**src/rtl/rpc_pkg.sv**
```systemverilog
// ---------------------------------------------------------------------------
// rpc_pkg
// Shared constants and types of the rectangle polygon clipper.
// ---------------------------------------------------------------------------
`default_nettype none

package rpc_pkg;

  localparam int unsigned COORD_BITS_DEF = 12;
  localparam int unsigned STAGE_COUNT    = 4;
  localparam int unsigned CFG_IDX_BITS   = 2;

  // configuration register indexes
  localparam logic [CFG_IDX_BITS-1:0] CFG_A_X = 2'd0;
  localparam logic [CFG_IDX_BITS-1:0] CFG_A_Y = 2'd1;
  localparam logic [CFG_IDX_BITS-1:0] CFG_B_X = 2'd2;
  localparam logic [CFG_IDX_BITS-1:0] CFG_B_Y = 2'd3;

  // clip cell sequencer
  typedef enum logic [3:0] {
    ST_IDLE,    // waiting for a word
    ST_VTX,     // vertex: record first or set up edge
    ST_CLS,     // close: set up closing edge
    ST_MUL,     // magnitudes and product
    ST_DIV,     // one quotient bit a cycle
    ST_FIN,     // sign and truncation fix-up
    ST_EMIT_X,  // send crossing point
    ST_EMIT_V,  // send edge end vertex
    ST_EMIT_C   // send close marker
  } cell_state_t;

endpackage

`default_nettype wire

```
**src/rtl/rect_polygon_clipper.sv**
```systemverilog
// ---------------------------------------------------------------------------
// rect_polygon_clipper
// Streaming Sutherland-Hodgman clipper of a closed polygon to a rectangle.
// ---------------------------------------------------------------------------
// Vertices enter one word at a time, tlast on the final one, and pass a row
// of four clip cells (x = corner_a_x, y = corner_b_y, x = corner_b_x,
// y = corner_a_y) and an output hold stage. Each cell works on one word at a
// time and takes no new word until it is done with the last; an edge
// crossing its line goes through the cell's bit-serial divider, and the
// slowest cell sets the throughput. Results leave in order with tlast on the
// last vertex; a polygon clipped away gives one word with tuser set and zero
// coordinates. Corners are to be written through the cfg port only while the
// block is idle; the block itself does not enforce this. No clearing pass
// after reset.
// ---------------------------------------------------------------------------
`default_nettype none

module rect_polygon_clipper #(
  parameter int unsigned COORD_BITS = rpc_pkg::COORD_BITS_DEF,
  localparam int unsigned DW = ((2 * COORD_BITS + 7) / 8) * 8
) (
  input  wire logic                              clk,
  input  wire logic                              rst,
  input  wire logic                              cfg_we,
  input  wire logic [rpc_pkg::CFG_IDX_BITS-1:0]  cfg_index,
  input  wire logic [COORD_BITS-1:0]             cfg_data,
  input  wire logic                              s_axis_tvalid,
  output logic                                   s_axis_tready,
  input  wire logic [DW-1:0]                     s_axis_tdata,  // vertex_x, vertex_y
  input  wire logic                              s_axis_tlast,  // last_vertex
  output logic                                   m_axis_tvalid,
  input  wire logic                              m_axis_tready,
  output logic [DW-1:0]                          m_axis_tdata,  // out_x, out_y
  output logic                                   m_axis_tlast,  // last_out
  output logic                                   m_axis_tuser   // empty_poly
);
  import rpc_pkg::*;

  localparam int unsigned CB = COORD_BITS;

  logic signed [CB-1:0] a_x, a_y, b_x, b_y;

  // corner registers
  always_ff @(posedge clk) begin
    if (rst) begin
      a_x <= '0;
      a_y <= '0;
      b_x <= '0;
      b_y <= '0;
    end else if (cfg_we) begin
      case (cfg_index)
        CFG_A_X: a_x <= cfg_data;
        CFG_A_Y: a_y <= cfg_data;
        CFG_B_X: b_x <= cfg_data;
        CFG_B_Y: b_y <= cfg_data;
        default: ;
      endcase
    end
  end

  // links between cells; link 0 is the input
  logic                 lv [STAGE_COUNT+1];
  logic                 lr [STAGE_COUNT+1];
  logic signed [CB-1:0] lx [STAGE_COUNT+1];
  logic signed [CB-1:0] ly [STAGE_COUNT+1];
  logic                 lvt[STAGE_COUNT+1];
  logic                 lc [STAGE_COUNT+1];

  assign lv[0]         = s_axis_tvalid;
  assign s_axis_tready = lr[0];
  assign lx[0]         = s_axis_tdata[CB-1:0];
  assign ly[0]         = s_axis_tdata[2*CB-1:CB];
  assign lvt[0]        = 1'b1;
  assign lc[0]         = s_axis_tlast;

  for (genvar k = 0; k < STAGE_COUNT; k++) begin : g_cell
    rpc_cell #(.COORD_BITS(CB), .STAGE(k)) u_cell (
      .clk, .rst,
      .a_x, .a_y, .b_x, .b_y,
      .in_valid (lv[k]),   .in_ready (lr[k]),
      .in_x     (lx[k]),   .in_y     (ly[k]),
      .in_vert  (lvt[k]),  .in_close (lc[k]),
      .out_valid(lv[k+1]), .out_ready(lr[k+1]),
      .out_x    (lx[k+1]), .out_y    (ly[k+1]),
      .out_close(lc[k+1])
    );
    assign lvt[k+1] = !lc[k+1];
  end

  logic signed [CB-1:0] ox, oy;
  logic                 unused_vert;
  assign unused_vert = lvt[STAGE_COUNT];

  rpc_sink #(.COORD_BITS(CB)) u_sink (
    .clk, .rst,
    .in_valid (lv[STAGE_COUNT]), .in_ready(lr[STAGE_COUNT]),
    .in_x     (lx[STAGE_COUNT]), .in_y    (ly[STAGE_COUNT]),
    .in_close (lc[STAGE_COUNT]),
    .out_valid(m_axis_tvalid),   .out_ready(m_axis_tready),
    .out_x    (ox),              .out_y    (oy),
    .out_last (m_axis_tlast),    .out_empty(m_axis_tuser)
  );

  assign m_axis_tdata = DW'({oy, ox});

endmodule

`default_nettype wire

```
**src/rtl/rpc_cell.sv**
```systemverilog
// ---------------------------------------------------------------------------
// rpc_cell
// One clip stage: keeps first and previous vertex, clips each edge against
// one rectangle side and forwards vertices and the close marker.
// ---------------------------------------------------------------------------
`default_nettype none

module rpc_cell #(
  parameter int unsigned COORD_BITS = rpc_pkg::COORD_BITS_DEF,
  parameter int unsigned STAGE      = 0
) (
  input  wire logic                         clk,
  input  wire logic                         rst,
  input  wire logic signed [COORD_BITS-1:0] a_x,
  input  wire logic signed [COORD_BITS-1:0] a_y,
  input  wire logic signed [COORD_BITS-1:0] b_x,
  input  wire logic signed [COORD_BITS-1:0] b_y,
  input  wire logic                         in_valid,
  output logic                              in_ready,
  input  wire logic signed [COORD_BITS-1:0] in_x,
  input  wire logic signed [COORD_BITS-1:0] in_y,
  input  wire logic                         in_vert,
  input  wire logic                         in_close,
  output logic                              out_valid,
  input  wire logic                         out_ready,
  output logic signed [COORD_BITS-1:0]      out_x,
  output logic signed [COORD_BITS-1:0]      out_y,
  output logic                              out_close
);
  import rpc_pkg::*;

  localparam int unsigned CB   = COORD_BITS;
  localparam int unsigned PW   = 2 * (CB + 1);
  localparam int unsigned CW   = $clog2(PW + 1);
  localparam bit          EVEN = (STAGE % 2) == 0;

  cell_state_t state, state_next;

  logic signed [CB-1:0] tx, ty, first_x, first_y, prev_x, prev_y;
  logic signed [CB-1:0] e_vx, e_vy, a1, b1, ln, res;
  logic                 tclose, has_first, prev_in, e_vin, closing, neg;
  logic [PW-1:0]        pq;
  logic [CB:0]          rem, dd;
  logic [CW-1:0]        cnt;

  // clip line and kept side for this stage
  logic signed [CB-1:0] ln_now;
  logic                 keep_gt;
  always_comb begin
    case (STAGE)
      0: begin ln_now = a_x; keep_gt = (a_x < b_x);  end
      1: begin ln_now = b_y; keep_gt = !(a_y < b_y); end
      2: begin ln_now = b_x; keep_gt = !(a_x < b_x); end
      default: begin ln_now = a_y; keep_gt = (a_y < b_y); end
    endcase
  end

  // strict inside tests for the new vertex and the first vertex
  logic signed [CB-1:0] pt, pf;
  logic                 vin_t, vin_f;
  assign pt    = EVEN ? tx : ty;
  assign pf    = EVEN ? first_x : first_y;
  assign vin_t = keep_gt ? (pt > ln_now) : (pt < ln_now);
  assign vin_f = keep_gt ? (pf > ln_now) : (pf < ln_now);

  // crossing arithmetic operands
  logic signed [CB-1:0] a2, b2;
  logic signed [CB:0]   da, db, dt;
  logic [CB:0]          mda, mdb, mdt;
  logic [PW-1:0]        prod;
  logic                 zero;
  assign a2   = EVEN ? e_vx : e_vy;
  assign b2   = EVEN ? e_vy : e_vx;
  assign da   = {a2[CB-1], a2} - {a1[CB-1], a1};
  assign db   = {b2[CB-1], b2} - {b1[CB-1], b1};
  assign dt   = {ln[CB-1], ln} - {a1[CB-1], a1};
  assign mda  = da[CB] ? (CB+1)'(-da) : da;
  assign mdb  = db[CB] ? (CB+1)'(-db) : db;
  assign mdt  = dt[CB] ? (CB+1)'(-dt) : dt;
  assign prod = mdb * mdt;
  assign zero = (da == '0) || (db == '0) || (dt == '0);

  // restoring divide step
  logic [CB+1:0] rem_sh, rem_sub;
  logic          ge;
  assign rem_sh  = {rem, pq[PW-1]};
  assign ge      = rem_sh >= {1'b0, dd};
  assign rem_sub = rem_sh - {1'b0, dd};

  // quotient applied to the start coordinate, truncated toward zero
  logic signed [PW+1:0] b1x, qx, base0, base;
  assign b1x   = {{(PW+2-CB){b1[CB-1]}}, b1};
  assign qx    = {2'b00, pq};
  assign base0 = neg ? (b1x - qx) : (b1x + qx);
  always_comb begin
    base = base0;
    if (rem != '0) begin
      if (!neg && base0 < 0) base = base0 + 1;
      else if (neg && base0 > 0) base = base0 - 1;
    end
  end

  function automatic cell_state_t after_edge(input logic cl, input logic tc);
    if (cl) return ST_EMIT_C;
    else if (tc) return ST_CLS;
    else return ST_IDLE;
  endfunction

  function automatic cell_state_t dispatch(input logic p, input logic v,
                                           input logic cl, input logic tc);
    if (p && v) return ST_EMIT_V;
    else if (p != v) return ST_MUL;
    else return after_edge(cl, tc);
  endfunction

  // next state
  always_comb begin
    state_next = state;
    case (state)
      ST_IDLE:   if (in_valid) state_next = in_vert ? ST_VTX : ST_CLS;
      ST_VTX:    state_next = has_first ? dispatch(prev_in, vin_t, 1'b0, tclose)
                                        : after_edge(1'b0, tclose);
      ST_CLS:    state_next = has_first ? dispatch(prev_in, vin_f, 1'b1, tclose)
                                        : ST_EMIT_C;
      ST_MUL:    state_next = zero ? ST_FIN : ST_DIV;
      ST_DIV:    if (cnt == CW'(1)) state_next = ST_FIN;
      ST_FIN:    state_next = ST_EMIT_X;
      ST_EMIT_X: if (out_ready) state_next = e_vin ? ST_EMIT_V : after_edge(closing, tclose);
      ST_EMIT_V: if (out_ready) state_next = after_edge(closing, tclose);
      ST_EMIT_C: if (out_ready) state_next = ST_IDLE;
      default:   state_next = ST_IDLE;
    endcase
  end

  // outputs
  always_comb begin
    in_ready  = (state == ST_IDLE);
    out_valid = 1'b0;
    out_x     = e_vx;
    out_y     = e_vy;
    out_close = 1'b0;
    case (state)
      ST_EMIT_X: begin
        out_valid = 1'b1;
        out_x     = EVEN ? ln : res;
        out_y     = EVEN ? res : ln;
      end
      ST_EMIT_V: out_valid = 1'b1;
      ST_EMIT_C: begin
        out_valid = 1'b1;
        out_x     = '0;
        out_y     = '0;
        out_close = 1'b1;
      end
      default: ;
    endcase
  end

  // control state
  always_ff @(posedge clk) begin
    if (rst) begin
      state     <= ST_IDLE;
      has_first <= 1'b0;
      closing   <= 1'b0;
    end else begin
      state <= state_next;
      if (state == ST_VTX) begin
        has_first <= 1'b1;
        closing   <= 1'b0;
      end
      if (state == ST_CLS) begin
        has_first <= 1'b0;
        closing   <= 1'b1;
      end
    end
  end

  // datapath
  always_ff @(posedge clk) begin
    case (state)
      ST_IDLE: if (in_valid) begin
        tx     <= in_x;
        ty     <= in_y;
        tclose <= in_close;
      end
      ST_VTX: begin
        if (!has_first) begin
          first_x <= tx;
          first_y <= ty;
        end
        e_vx    <= tx;
        e_vy    <= ty;
        e_vin   <= vin_t;
        a1      <= EVEN ? prev_x : prev_y;
        b1      <= EVEN ? prev_y : prev_x;
        ln      <= ln_now;
        prev_x  <= tx;
        prev_y  <= ty;
        prev_in <= vin_t;
      end
      ST_CLS: begin
        e_vx  <= first_x;
        e_vy  <= first_y;
        e_vin <= vin_f;
        a1    <= EVEN ? prev_x : prev_y;
        b1    <= EVEN ? prev_y : prev_x;
        ln    <= ln_now;
      end
      ST_MUL: begin
        neg <= (db[CB] ^ dt[CB]) ^ da[CB];
        dd  <= mda;
        rem <= '0;
        pq  <= zero ? '0 : prod;
        cnt <= CW'(PW);
      end
      ST_DIV: begin
        rem <= ge ? rem_sub[CB:0] : rem_sh[CB:0];
        pq  <= {pq[PW-2:0], ge};
        cnt <= cnt - CW'(1);
      end
      ST_FIN: res <= base[CB-1:0];
      default: ;
    endcase
  end

endmodule

`default_nettype wire

```
**src/rtl/rpc_sink.sv**
```systemverilog
// ---------------------------------------------------------------------------
// rpc_sink
// Holds the newest clipped vertex until the next one or the close shows
// whether it ends the polygon; drives the output register.
// ---------------------------------------------------------------------------
`default_nettype none

module rpc_sink #(
  parameter int unsigned COORD_BITS = rpc_pkg::COORD_BITS_DEF
) (
  input  wire logic                         clk,
  input  wire logic                         rst,
  input  wire logic                         in_valid,
  output logic                              in_ready,
  input  wire logic signed [COORD_BITS-1:0] in_x,
  input  wire logic signed [COORD_BITS-1:0] in_y,
  input  wire logic                         in_close,
  output logic                              out_valid,
  input  wire logic                         out_ready,
  output logic signed [COORD_BITS-1:0]      out_x,
  output logic signed [COORD_BITS-1:0]      out_y,
  output logic                              out_last,
  output logic                              out_empty
);
  import rpc_pkg::*;

  logic signed [COORD_BITS-1:0] hold_x, hold_y;
  logic                         any_emitted;
  logic                         take;

  assign in_ready = !out_valid || out_ready;
  assign take     = in_valid && in_ready;

  // control
  always_ff @(posedge clk) begin
    if (rst) begin
      out_valid   <= 1'b0;
      any_emitted <= 1'b0;
    end else begin
      if (take) begin
        out_valid   <= in_close || any_emitted;
        any_emitted <= !in_close;
      end else if (out_ready) begin
        out_valid <= 1'b0;
      end
    end
  end

  // payload
  always_ff @(posedge clk) begin
    if (take) begin
      out_x     <= any_emitted ? hold_x : '0;
      out_y     <= any_emitted ? hold_y : '0;
      out_last  <= in_close;
      out_empty <= in_close && !any_emitted;
      if (!in_close) begin
        hold_x <= in_x;
        hold_y <= in_y;
      end
    end
  end

endmodule

`default_nettype wire

```
**config.mk**
```make
export PLATFORM = sky130hd
export DESIGN_NAME = rect_polygon_clipper
export DESIGN_NICKNAME = d
export VERILOG_FILES = /design/src/rtl/rpc_pkg.sv /design/src/rtl/rect_polygon_clipper.sv /design/src/rtl/rpc_cell.sv /design/src/rtl/rpc_sink.sv
export SDC_FILE = /design/constraint.sdc
export NUM_CORES = 2
export LEC_CHECK = 0
export BUFFER_PORTS_ARGS = -buffer_cell sky130_fd_sc_hd__buf_2
export CAP_MARGIN = 10
export CORE_MARGIN = 5
export CORE_UTILIZATION = 66
export DETAILED_ROUTE_END_ITERATION = 12
export PLACE_DENSITY = 0.83
export SYNTH_ARGS = -nofsm -noshare
export SYNTH_HDL_FRONTEND = slang
export SYNTH_SLANG_ARGS = --single-unit
```
**constraint.sdc**
```tcl
create_clock -name clk -period 10.9 [get_ports clk]
set_input_delay 0.545 -clock clk [delete_from_list [all_inputs] [get_ports clk]]
set_output_delay 0.545 -clock clk [all_outputs]
set_load 0.05 [all_outputs]
```
==> run metrics <==
DRT iter0 DRCs=6557; count of different cell masters after synthesis=95; largest net degree at the start of global routing=71; final-stage net count=slightly below 10k; cell count after synthesis=8478; outcome=complete, no violations; Max Clock Freq=102 MHz; layout cells sized above 1=under 10%; Max Cap Viol=0; Synth top area share=32.0%; setup TNS=0 ns; clock-pin slew on the worst setup and hold paths=0.07 ns; via count=63.2k; Syn Area/Cell=9.62 sq um; post-CTS setup buffers=0; post_cts resized=0; total grt overflow=0; all-layer global routing usage=31.2%; final slew viol count=0; drt pass-1 iters=6; YS warnings=0; Final setup violation count=0; sequential-to-total area share from yosys stat=33.8%; die area=0.131 sq mm; gr busiest metal=met2; Post-synth EDFFs=870; met2 usage=around half; width of the die=roughly 360 microns; met1 track demand over resource=a little over two fifths; min cycle time layout=9.79 ns; H-tree levels=3; Rel. slew slack=16.0%; FFs w/ async S/R, synth=0%; Mapped Area=between 0.08 and 0.09 sq mm; Clock Skew=0.0301 ns; Die Y-Extent=362 microns; post-synth top area cell=edfxtp_1; routed wire length=208000 microns; clk_lat worst skew=0.70 ns; syn nets=9776; num rows=~130; filler instances=approximately 9k; CTS tree=done; number of buffers created by CTS=slightly below 100; initial antenna violation count=4; vias per inst=between 6 and 7; Final HPWL DP=~160000 microns; Worst EP required=between 10 and 15 ns; GR Util met3=roughly 5.5%; clk buf depth=3; register area=~0.028 sq mm; I/O pin count=72; Layout area overhead=7.14%; DR WL/cell=20.3 microns; Tcrit/Tclk final=89.8%; vias in the first global route=between 60k and 70k; RSZ-0062 raised after global routing=false; FF+latch count, synth=944; Crit path largest cell delay=0.81 ns; cell family with most CP delay=compound AO/OA/AOI/OAI gates; most frequent cell on the critical path=inv_1; Multi-input gate area=about 0.049 sq mm; Initial Utilization=66.2%; Port Buf Inserts=around 70; kind of critical path=flop to flop; critical path buffer and inverter count=7; Synth Flop Type=edfxtp_1; final RePlAce weighted congestion=approximately 0.95; Root Driver=clkbuf_16; ANT nets after route=0; worst-margin pin slew=about 1.3 ns; number of hold violations in the final report=0; core area=0.123 sq mm; n_diodes=0; slowest CP cell=a21oi_1; Post-route DRC=0; synth top area cells=edfxtp_1 32%, fa_1 12%, ha_1 12%; first-pass GRT wire length=329000 microns; Critical Path Start Type=flop; Crit Path Max Fanout=16; critical path arrival=10.22 ns; CP Capture Type=flop; Worst Hold Class=input port to flop; CTS sink cnt=approximately 940
[cells in the mapped netlist (22+ instances only)]
cell type,count
or4_1,27
mux2i_1,77
nand3b_1,22
a21boi_0,36
or3_1,68
and2_1,201
a22o_1,29
a31oi_1,63
xor2_1,178
inv_1,1103
dfxtp_1,74
nand2b_1,108
nor4_1,65
and3_1,59
xnor2_1,382
o31ai_1,126
nand3_1,89
or2_2,43
nor3_1,153
mux2_2,106
o21bai_1,26
a21oi_1,412
nand2_1,955
o21ai_0,323
o211ai_1,32
nand4_1,58
edfxtp_1,870
a211oi_1,43
nor2b_1,164
o21a_1,65
fa_1,504
clkbuf_1,244
nor2_1,583
a21o_1,93
ha_1,750
[placed cells by master (no fill, tap or decap), types with 22 or more instances in the layout]
master	count
dlygate4sd3_1	22
and2_1	201
clkbuf_16	102
o31ai_1	126
nor2_1	575
inv_1	1103
or3_1	68
a211oi_1	43
a31oi_1	63
dfxtp_1	74
or4_1	27
o21a_1	65
or2_2	43
ha_1	750
a21oi_1	410
nor4_1	64
nor3_1	145
a22o_1	29
mux2_2	106
fa_1	504
nor2b_1	163
xor2_1	178
and3_1	59
buf_2	71
edfxtp_1	870
nand4_1	58
nand3_1	89
xnor2_1	382
a21o_1	93
mux2i_1	77
a21boi_0	36
nand3b_1	22
nand2b_1	107
o211ai_1	32
o21bai_1	26
nand2_1	954
buf_4	102
o21ai_0	322
[cells by family (layout without fill, tap and decap cells)]
family	count (synthesis)	in the layout	share of synthesized area, %
buffers and inverters	1374	1483	6.38
muxes	183	183	2.41
and+or+nand+nor	2675	2675	15.7
adders and majority gates	1254	1254	23.9
xor gates and xnor gates	562	562	6.07
AOI/OAI and AO/OA	1486	1486	11.7
DFF	944	944	33.8
[routing by layer]
metal,share of wire [%],wire (microns),vias up
met4,4.3,9000,0
met3,8.8,18200,569
met1,40,83100,30589
li1,-,-,29156
met2,47,97300,2841
met5,0,0,-
[layout make-up]
type	instances	area share [%]
inverters	1103	4.74
clock inverters	66	0.842
clock buffers	118	3.02
repair buffers	196	1.54
flip-flops and latches	944	31.6
well taps	1637	2.34
multi-input cells	6160	55.9
[final timing paths]
check / slack, ns / startpoint / to / cells after the start
max: 1.11 / g_cell[0].u_cell.a1[0]$_DFFE_PP_ / g_cell[0].u_cell.pq[25]$_DFFE_PP_ / 37
min: 0.05 / s_axis_tdata[3] / g_cell[0].u_cell.pt[3]$_DFFE_PP_ / 1
max reg2reg: 1.11 / g_cell[0].u_cell.a1[0]$_DFFE_PP_ / g_cell[0].u_cell.pq[25]$_DFFE_PP_ / 37
min reg2reg: 0.41 / g_cell[0].u_cell.prev_y[5]$_DFFE_PP_ / g_cell[0].u_cell.b1[5]$_DFFE_PP_ / 0
[registers in the layout, indices dropped and copies added (netlist names), 16 cells and up]
| signal | flops |
|---|---|
| g_cell.u_cell.pq | 104 |
| g_cell.u_cell.a1 | 48 |
| g_cell.u_cell.prev_x | 48 |
| g_cell.u_cell.ty | 24 |
| g_cell.u_cell.res | 48 |
| g_cell.u_cell.b2 | 48 |
| g_cell.u_cell.a2 | 48 |
| g_cell.u_cell.rem | 52 |
| g_cell.u_cell.tx | 24 |
| g_cell.u_cell.dd | 52 |
| g_cell.u_cell.first_y | 48 |
| g_cell.u_cell.cnt | 20 |
| g_cell.u_cell.first_x | 48 |
| g_cell.u_cell.pt | 48 |
| g_cell.u_cell.state | 16 |
| g_cell.u_cell.prev_y | 48 |
| g_cell.u_cell.ln | 48 |
| g_cell.u_cell.b1 | 48 |
[per-stage QoR]
stage	utilization, %	std cells	area [sq um]	setup slack (ns)	hold WS (ns)
finish	70.9	10224	87400	1.11	0.0515
global route	70.9	10224	87400	0.351	0.00807
CTS	70.9	10218	87400	0.836	0.00305
detailed placement	67.9	10012	83800	0.967	0.405
global placement	67.9	10012	83800	1.46	0.401
floorplan	-	8478	81600	2.17	0.400
[repair_timing]
item / CTS / global route
setup endpoints to repair: 0 / 0
endpoints found under the hold margin: 22 / 0
hold buffers: 22 / 0
Power is left out: the tool's default activity adds up to more than one toggle a clock period on the data nets, which glitch-free logic cannot reach.
